File: config.mk
export PLATFORM = sky130hd
export DESIGN_NAME = dpwg_out
export DESIGN_NICKNAME = d
export VERILOG_FILES = /design/src/rtl/dpwg_pkg.sv /design/src/rtl/dpwg_out.sv
export SDC_FILE = /design/constraint.sdc
export NUM_CORES = 1
export LEC_CHECK = 0
export BUFFER_PORTS_ARGS = -buffer_cell sky130_fd_sc_hd__clkbuf_2
export CAP_MARGIN = 25
export CORE_MARGIN = 10
export CORE_UTILIZATION = 30
export DETAILED_ROUTE_END_ITERATION = 8
export GPL_TIMING_DRIVEN = 1
export PLACE_DENSITY_LB_ADDON = 0.2
export RECOVER_POWER = 50
export SYNTH_ARGS = -nofsm -noshare
export SYNTH_HDL_FRONTEND = slang
export SYNTH_SLANG_ARGS = --single-unit
File: constraint.sdc
create_clock -name aclk -period 5.5 [get_ports aclk]
set_input_delay 0.55 -clock aclk [delete_from_list [all_inputs] [get_ports aclk]]
set_output_delay 0.55 -clock aclk [all_outputs]
set_load 0.1 [all_outputs]
File: src/rtl/dpwg_pkg.sv
// Types and constants shared by the delay phase weight generator modules.
package dpwg_pkg;

    localparam int FREQ_W      = 27;
    localparam int DELAY_W     = 32;
    localparam int RATE_W      = 33;
    localparam int PHASE_BITS  = 16;
    localparam int WEIGHT_BITS = 16;
    localparam int NUM_CELLS   = 5;

    // 2^52 / 80 MHz
    localparam logic [RATE_W-1:0] RATE_RESET = 33'd56294995;
    // pi/4 in Q0.32
    localparam logic [31:0] PI4_Q32 = 32'd3373259426;
    // 1.0 in Q1.32
    localparam logic [32:0] ONE_Q32 = 33'h1_0000_0000;

    typedef struct packed {
        logic [FREQ_W-1:0]         frequency_hz;
        logic signed [DELAY_W-1:0] delay_samples;
    } dpwg_in_t;

    typedef struct packed {
        logic signed [WEIGHT_BITS-1:0] weight_real;
        logic signed [WEIGHT_BITS-1:0] weight_imag;
    } dpwg_out_t;

    // Word handed from one series cell to the next.
    typedef struct packed {
        logic        valid;
        logic [2:0]  oct;
        logic [31:0] x2;
        logic [32:0] term_s;
        logic [32:0] term_c;
        logic [32:0] sum_s;
        logic [32:0] sum_c;
    } dpwg_cell_t;

endpackage

File: src/rtl/dpwg_out.sv
// Output stage: octant signs, rounding to Q1.15, output register and skid word.
module dpwg_out (
    input  logic                 aclk,
    input  logic                 aresetn,
    input  dpwg_pkg::dpwg_cell_t cell_in,
    output logic                 en,
    output logic                 m_valid,
    input  logic                 m_ready,
    output dpwg_pkg::dpwg_out_t  m_data
);

    localparam int WB    = dpwg_pkg::WEIGHT_BITS;
    localparam int SHIFT = 33 - WB;
    localparam logic [33:0] HALF = 34'd1 << (SHIFT - 1);
    localparam logic [WB-1:0] MAXV = {1'b0, {(WB - 1){1'b1}}};

    logic                m_valid_reg, m_valid_next;
    dpwg_pkg::dpwg_out_t m_data_reg, m_data_next;
    logic                skid_valid_reg, skid_valid_next;
    dpwg_pkg::dpwg_out_t skid_data_reg, skid_data_next;

    logic [32:0]         sq, cq;
    logic [32:0]         mag_re, mag_im;
    logic                neg_re, neg_im;
    dpwg_pkg::dpwg_out_t res;
    logic                take;

    function automatic logic [WB-1:0] to_weight(input logic [32:0] mag, input logic neg);
        logic [33:0]   sum;
        logic [33:0]   q;
        logic [WB-1:0] m;
        sum = {1'b0, mag} + HALF;
        q   = sum >> SHIFT;
        m   = (q > 34'(MAXV)) ? MAXV : q[WB-1:0];
        return neg ? (~m + 1'b1) : m;
    endfunction

    always_comb begin
        sq = cell_in.oct[0] ? cell_in.sum_c : cell_in.sum_s;
        cq = cell_in.oct[0] ? cell_in.sum_s : cell_in.sum_c;
        case (cell_in.oct[2:1])
            2'd0: begin
                mag_re = cq; neg_re = 1'b0;
                mag_im = sq; neg_im = 1'b1;
            end
            2'd1: begin
                mag_re = sq; neg_re = 1'b1;
                mag_im = cq; neg_im = 1'b1;
            end
            2'd2: begin
                mag_re = cq; neg_re = 1'b1;
                mag_im = sq; neg_im = 1'b0;
            end
            default: begin
                mag_re = sq; neg_re = 1'b0;
                mag_im = cq; neg_im = 1'b0;
            end
        endcase
        res.weight_real = to_weight(mag_re, neg_re);
        res.weight_imag = to_weight(mag_im, neg_im);
    end

    assign take = m_valid_reg && m_ready;
    assign en   = !skid_valid_reg;

    always_comb begin
        m_valid_next    = m_valid_reg;
        m_data_next     = m_data_reg;
        skid_valid_next = skid_valid_reg;
        skid_data_next  = skid_data_reg;
        if (skid_valid_reg) begin
            // pipeline frozen: drain the skid word
            if (take) begin
                m_data_next     = skid_data_reg;
                skid_valid_next = 1'b0;
            end
        end else begin
            if (take) begin
                m_valid_next = 1'b0;
            end
            if (cell_in.valid) begin
                if (!m_valid_reg || take) begin
                    m_valid_next = 1'b1;
                    m_data_next  = res;
                end else begin
                    skid_valid_next = 1'b1;
                    skid_data_next  = res;
                end
            end
        end
    end

    always_ff @(posedge aclk) begin
        if (!aresetn) begin
            m_valid_reg    <= 1'b0;
            skid_valid_reg <= 1'b0;
        end else begin
            m_valid_reg    <= m_valid_next;
            skid_valid_reg <= skid_valid_next;
        end
    end

    always_ff @(posedge aclk) begin
        m_data_reg    <= m_data_next;
        skid_data_reg <= skid_data_next;
    end

    assign m_valid = m_valid_reg;
    assign m_data  = m_data_reg;

endmodule

==> results.sh, run 1 <==
export IMPL_outcome="finished with violations"
export IMPL_violations="capacitance limit, slew limit"
export IMPL_rsz0062_at_grt="false"
export IMPL_syn_cell_area_um2=5170
export IMPL_clock_power_share_pct=29.6
export IMPL_final_period_minus_worst_setup_slack_ns=4.98
export IMPL_p_int_mw=1.13
export IMPL_cts_tree="done"
export IMPL_dieArea_um2=22900
export IMPL_post_cts_resized=0
export IMPL_swShare_pct=38.6
export IMPL_power_density_nw_per_um2=301
export IMPL_yosysTopAreaCellShare_pct=37.1
export IMPL_cts_hold_buf=0
export IMPL_wl_per_cell_um=19.4
export IMPL_vias_per_cell=5.46
export IMPL_clkSinkCount=66
export IMPL_power_total_mw=1.84
export IMPL_core_area_um2=16800
export IMPL_worst_slack_ns=0.521
export IMPL_grt_util_all_layers_pct=14.7
export IMPL_m1WireLength_mm=7.88
export IMPL_synth_largest_area_cell="edfxtp_1"
export IMPL_yosysWarnings=0
export IMPL_maxSlewViolCount=66
export IMPL_n_antenna_cell=0
export IMPL_ys_top_cells_by_area="edfxtp_1, mux2_2, xnor2_1"
export IMPL_fmax_mhz=201
export IMPL_end_kind="register"
export IMPL_slew_headroom_pct=-23.2
export IMPL_initial_core_util_pct=30.9
export IMPL_grt_ovfl_total=0
export IMPL_hold_path_class="in2reg"
export IMPL_drt_initial_drc_count=300
export IMPL_p_seq_share_pct=34.3
export IMPL_wl_mm=16.8
export IMPL_seq_area_um2=1960
export IMPL_cts_setup_buffers=0
export IMPL_antenna_left=0
export IMPL_arrival_ns=5.05
export IMPL_synth_nets=740
export IMPL_finalSetupViolations=0
export IMPL_critPathMaxFanout=9
export IMPL_yosysSeqAreaShare_pct=37.9
export IMPL_skew_ns=0.0125
export IMPL_num_io_pins=205
export IMPL_synth_distinct_cells=68
export IMPL_antenna_found_initial=0
export IMPL_finalHoldViolations=0
export IMPL_combPwrFrac_pct=36.0
export IMPL_syn_inst=562
export IMPL_grt_max_degree=33
export IMPL_final_period_utilization_pct=90.5
export IMPL_vias=4715
export IMPL_p_sw_uw=709
export IMPL_cpMaxStageDelayCell="nor3_1"
export IMPL_multi_input_area_um2=3010
export IMPL_io_buffer_count=74
export IMPL_critPathMaxStageDelay_ns=0.53
export IMPL_max_clock_path_buffers=2
export IMPL_dp_hpwl_mm=13.2
export IMPL_fin_tns_setup_ns=0
export IMPL_die_h_um=151
export IMPL_routabilityCongestion=0.946
export IMPL_ys_ff_latch=66
export IMPL_post_place_ws_ns=0.227
export IMPL_cts_made_buffers=9
export IMPL_area_delta_synth_final_pct=17.8
export IMPL_critPathRequiredTime_ns=5.57
export IMPL_cap_violations=2
export IMPL_fp_dieW_um=151
export IMPL_htreeDepth=3
export IMPL_num_rows=47
export IMPL_met3WireLength_mm=1.15
export IMPL_routed_wl_met2_mm=7.50
export IMPL_grt_pass1_vias=4690
export IMPL_drt_pass1_iter_count=5
export IMPL_startpoint_type="primary input"
export IMPL_synth_edff_count=64
export IMPL_layout_drive_gt1_share_pct=19.9
export IMPL_path_class="in2reg"
export IMPL_cts_root_buf="clkbuf_16"
export IMPL_async_flop_share_pct=0
export IMPL_synthFlopType="edfxtp_1"
export IMPL_syn_avg_cell_area_um2=9.21
export IMPL_ir_worst_vdd_mv=0.188
export IMPL_worst_pin_slew_ns=1.85
export IMPL_clkTransAtPathRegs_ns=0.05
export IMPL_drc=0
export IMPL_fill_cells=1779
export IMPL_grt_pass1_wl_mm=26.6
export IMPL_nNetsFinal=817
export IMPL_top_layer="met4"
export IMPL_path_cells="clkbuf_2 > inv_1 > ha_1 > buf_4 > nor3_1 > nor2_2 > buf_4 > nand2_1 > nand2_1 > ha_1 > and3_1 > o211ai_1 > nor2_1 > a211o_1 > and2_1 > nor2_1 > ha_1 > nand2_1 > nor4_2 > buf_4 > mux2i_1 > a21o_1 > mux2_2"
export IMPL_clk_latency_ns=0.33
export IMPL_p_leak_nw=2.12
-- layout by cell type, fill, tap and decap left out, types with 7 or more instances in the layout --
cell type	n
xnor2_1	30
nand4_1	15
nand2_1	56
xor2_1	7
a21oi_1	25
clkbuf_2	41
and3_1	11
a31oi_1	7
mux2i_1	18
nor3_1	32
ha_1	7
edfxtp_1	64
nand3_1	21
o21a_1	7
clkbuf_1	36
buf_4	23
nor4_1	7
mux2_2	31
o21ai_0	26
clkbuf_16	9
nor2_1	45
inv_1	14
-- path summary, 6_finish.rpt --
path	start	end	slack, ns	cells after the start
worst max register to register	skid_valid_reg	skid_data_reg[31]	1.64	5
worst min register to register	skid_data_reg[14]	m_data[14]	0.53	2
worst min-delay path	aresetn	skid_valid_reg	0.45	3
worst max-delay path	cell_in[165]	m_data[8]	0.52	23
-- synth_stat cells (3+ instances only) --
cell type,n
a21oi_1,25
edfxtp_1,64
mux2_2,31
o21ai_0,26
nor4b_1,3
nand4_1,15
clkbuf_1,19
xnor2_1,30
nor2_1,47
and2_1,5
ha_1,7
a41oi_1,4
or2_2,4
xor2_1,7
a31oi_1,7
nor4_1,7
o31a_1,3
o31ai_1,5
inv_1,14
a21boi_0,3
o22ai_1,5
or4_1,4
nand3_1,21
and3_1,11
buf_2,11
mux2i_1,18
a21o_1,6
o21a_1,7
a211oi_1,4
and4_1,6
a32oi_1,5
nor3_1,32
nand2_1,57
o32ai_1,3
-- stage by stage --
stage	area, um^2	hold slack (ns)	utilization, %	std cells
finish	6100	0.451	36.4	863
global route	6100	0.462	36.4	863
CTS	6150	0.442	36.7	863
detailed placement	5870	0.519	35.0	848
global placement	5860	0.512	35.0	847
floorplan	5190	0.493	-	562
-- power by group through the flow --
stage | Clock, mW | Combinational (mW) | Sequential [mW]
3_3_place_gp | 0 | 0.665 | 0.638
3_5_place_dp | 0 | 0.669 | 0.640
5_1_grt | 0.577 | 0.712 | 0.636
2_1_floorplan | 0 | 0.284 | 0.869
4_1_cts | 0.555 | 0.672 | 0.630
6_report | 0.544 | 0.662 | 0.630
-- worst max-delay path: cells and delay by family --
| kind | cells | cell delay, ns |
|---|---|---|
| buffers and inverters | 5 | 0.69 |
| AND/OR/NAND/NOR | 10 | 1.91 |
| adder cells (fa/ha/maj) | 3 | 0.82 |
| multiplexers | 2 | 0.35 |
| AO/OA/AOI/OAI | 3 | 0.73 |
-- cells by family (layout without fill, tap and decap cells) --
| logic type | count (synthesis) | in the layout | synth area share (%) |
|---|---|---|---|
| XOR/XNOR | 37 | 37 | 6.26 |
| buffers and inverters | 49 | 130 | 4.14 |
| AND/OR/NAND/NOR | 226 | 226 | 22.3 |
| multiplexers | 50 | 50 | 10.4 |
| flip-flops | 66 | 66 | 37.9 |
| AO/OA/AOI/OAI | 127 | 127 | 17.3 |
| adder cells (fa/ha/maj) | 7 | 7 | 1.69 |
-- area by class of cell --
class / count / area share (%)
inverters: 15 / 0.924
multi-input cells: 447 / 49.3
flip-flops and latches: 66 / 32.2
well taps: 220 / 4.52
repair buffers: 100 / 8.42
clock inverters: 6 / 0.965
clock buffers: 9 / 3.69
-- routing by layer --
| layer | up-vias | global-route usage [%] |
|---|---|---|
| li1 | 2295 | - |
| met1 | 2249 | 20.2 |
| met2 | 154 | 22.9 |
| met3 | 17 | 3.01 |
| met4 | 0 | 4.09 |
| met5 | - | 0 |
No activity file was read; power rests on OpenSTA's default activity.
==> run 2: changes to the inputs <==
--- a/config.mk
+++ b/config.mk
@@ -8,7 +8,7 @@
 export BUFFER_PORTS_ARGS = -buffer_cell sky130_fd_sc_hd__clkbuf_2
 export CAP_MARGIN = 25
 export CORE_MARGIN = 10
-export CORE_UTILIZATION = 30
+export CORE_UTILIZATION = 23
 export DETAILED_ROUTE_END_ITERATION = 8
 export GPL_TIMING_DRIVEN = 1
 export PLACE_DENSITY_LB_ADDON = 0.2
==> run 2 against run 1 <==
The flow still finishes with violations (capacitance limit, slew limit). Count of clock-buffer cells in the layout unchanged. Combinational power grew 2%. Fmax down 3.0%. Register-to-register slack got worse by 0.06 ns. Routed wire length is 4.2% higher. Total power up 3.8%. Highest routed layer unchanged.
==> results.sh, run 2 (synthesis gave the netlist of run 1 again) <==
export IMPL_startpoint_type="primary input"
export IMPL_finalHoldViolations=0
export IMPL_antenna_found_initial=0
export IMPL_worst_pin_slew_ns=1.77
export IMPL_end_kind="register"
export IMPL_final_period_utilization_pct=93.3
export IMPL_drc=0
export IMPL_multi_input_area_um2=3010
export IMPL_initial_core_util_pct=23.6
export IMPL_min_to="skid_valid_reg"
export IMPL_swShare_pct=38.1
export IMPL_outcome="finished with violations"
export IMPL_reg2reg_slack_ns=1.58
export IMPL_cts_made_buffers=9
export IMPL_final_period_minus_worst_setup_slack_ns=5.13
export IMPL_nNetsFinal=818
export IMPL_max_clock_path_buffers=2
export IMPL_dieArea_um2=28900
export IMPL_grt_util_all_layers_pct=12.1
export IMPL_drt_initial_drc_count=391
export IMPL_fill_cells=2301
export IMPL_ir_worst_vdd_mv=0.119
export IMPL_hold_depth=3
export IMPL_critPathMaxFanout=29
export IMPL_p_sw_uw=725
export IMPL_cts_setup_buffers=0
export IMPL_post_cts_resized=0
export IMPL_combPwrFrac_pct=35.2
export IMPL_final_area_um2=6220
export IMPL_hold_path_class="in2reg"
export IMPL_p_seq_share_pct=33.0
export IMPL_violations="capacitance limit, slew limit"
export IMPL_min_delay_start="aresetn"
export IMPL_dp_hpwl_mm=13.8
export IMPL_p_int_mw=1.18
export IMPL_vias=4700
export IMPL_io_buffer_count=74
export IMPL_place_area_um2=5960
export IMPL_routabilityCongestion=0.912
export IMPL_cts_hold_buf=0
export IMPL_layout_drive_gt1_share_pct=20.3
export IMPL_reg2reg_depth=5
export IMPL_htreeDepth=3
export IMPL_cts_root_buf="clkbuf_16"
export IMPL_layout_common_cells="edfxtp_1, nand2_1, nor2_1"
export IMPL_maxSlewViolCount=98
export IMPL_seq_area_um2=1960
export IMPL_wl_mm=17.5
export IMPL_p_leak_nw=2.14
export IMPL_grt_max_degree=33
export IMPL_clkSinkCount=66
export IMPL_rsz0062_at_grt="false"
export IMPL_path_cells="clkbuf_2 > inv_1 > ha_1 > buf_4 > nor3_1 > nor2_2 > buf_4 > nand2_1 > nand2_1 > ha_1 > or4b_2 > a2111o_1 > o32ai_1 > a22oi_1 > nor3_1 > a41oi_1 > xnor2_1 > mux2_2"
export IMPL_clk_latency_ns=0.33
export IMPL_clkTransAtPathRegs_ns=0.05
export IMPL_timing_rr_start="skid_valid_reg"
export IMPL_clock_power_share_pct=31.7
export IMPL_cts_tree="done"
export IMPL_die_h_um=170
export IMPL_power_total_mw=1.91
export IMPL_fp_dieW_um=170
export IMPL_slew_headroom_pct=-17.7
export IMPL_vias_per_cell=5.08
export IMPL_mostFrequentLayoutCell="edfxtp_1"
export IMPL_n_antenna_cell=0
export IMPL_core_area_um2=22000
export IMPL_hold_ws_ns=0.450
export IMPL_num_io_pins=205
export IMPL_fmax_mhz=195
export IMPL_power_density_nw_per_um2=307
export IMPL_cpMaxStageDelayCell="or4b_2"
export IMPL_finalSetupViolations=0
export IMPL_grt_pass1_wl_mm=27.5
export IMPL_grt_pass1_vias=4603
export IMPL_area_delta_synth_final_pct=20.2
export IMPL_critPathMaxStageDelay_ns=0.62
export IMPL_cap_violations=3
export IMPL_critPathRequiredTime_ns=5.57
export IMPL_path_class="in2reg"
export IMPL_arrival_ns=5.21
export IMPL_skew_ns=0.00447
export IMPL_wl_per_cell_um=18.9
export IMPL_num_rows=54
export IMPL_drt_pass1_iter_count=5
export IMPL_r2r_end="skid_data_reg[20]"
export IMPL_fin_tns_setup_ns=0
export IMPL_antenna_left=0
export IMPL_grt_ovfl_total=0
[run 2: how the worst max path moves through the flow]
stage,from,endpoint,cells past startpoint
floorplan,cell_in[165],m_data[30],26
global placement,cell_in[165],m_data[13],18
detailed placement,cell_in[165],m_data[13],18
CTS,cell_in[165],m_data[13],18
global route,cell_in[165],m_data[13],18
finish,cell_in[165],m_data[13],18
[run 2: power groups by stage]
stage / clock network (mW) / logic (mW) / registers (mW)
6_report: 0.604 / 0.672 / 0.630
5_1_grt: 0.640 / 0.724 / 0.634
4_1_cts: 0.621 / 0.683 / 0.629
3_5_place_dp: 0 / 0.679 / 0.640
3_3_place_gp: 0 / 0.676 / 0.640
2_1_floorplan: 0 / 0.284 / 0.869
[run 2: area by class of cell]
| cell class | count | area share [%] |
|---|---|---|
| multi-input cells | 447 | 48.3 |
| flip-flops and latches | 66 | 31.6 |
| repair buffers | 101 | 8.43 |
| well taps | 280 | 5.63 |
| clock buffers | 9 | 3.62 |
| clock inverters | 7 | 1.51 |
| inverters | 15 | 0.906 |
[run 2: per-stage QoR]
stage	worst slack (ns)	utilization, %	std cells
floorplan	0.0358	-	562
global placement	0.0798	27.1	908
detailed placement	0.139	27.1	909
CTS	0.454	28.6	925
global route	0.204	28.3	925
finish	0.368	28.3	925
[run 2: routing by layer]
metal | vias up | GRT usage, % | wire, um
li1 | 2299 | - | -
met4 | 0 | 3.24 | 151
met3 | 9 | 2.24 | 915
met1 | 2256 | 16.9 | 8690
met2 | 136 | 18.6 | 7710
met5 | - | 0 | 0
[run 2: critical path, delay by kind of cell]
family	cells	cell delay, ns
xor gates and xnor gates	1	0.20
and+or+nand+nor	6	1.48
muxes	1	0.27
adders and majority gates	2	0.68
AOI/OAI and AO/OA	4	1.26
buffers and inverters	4	0.73
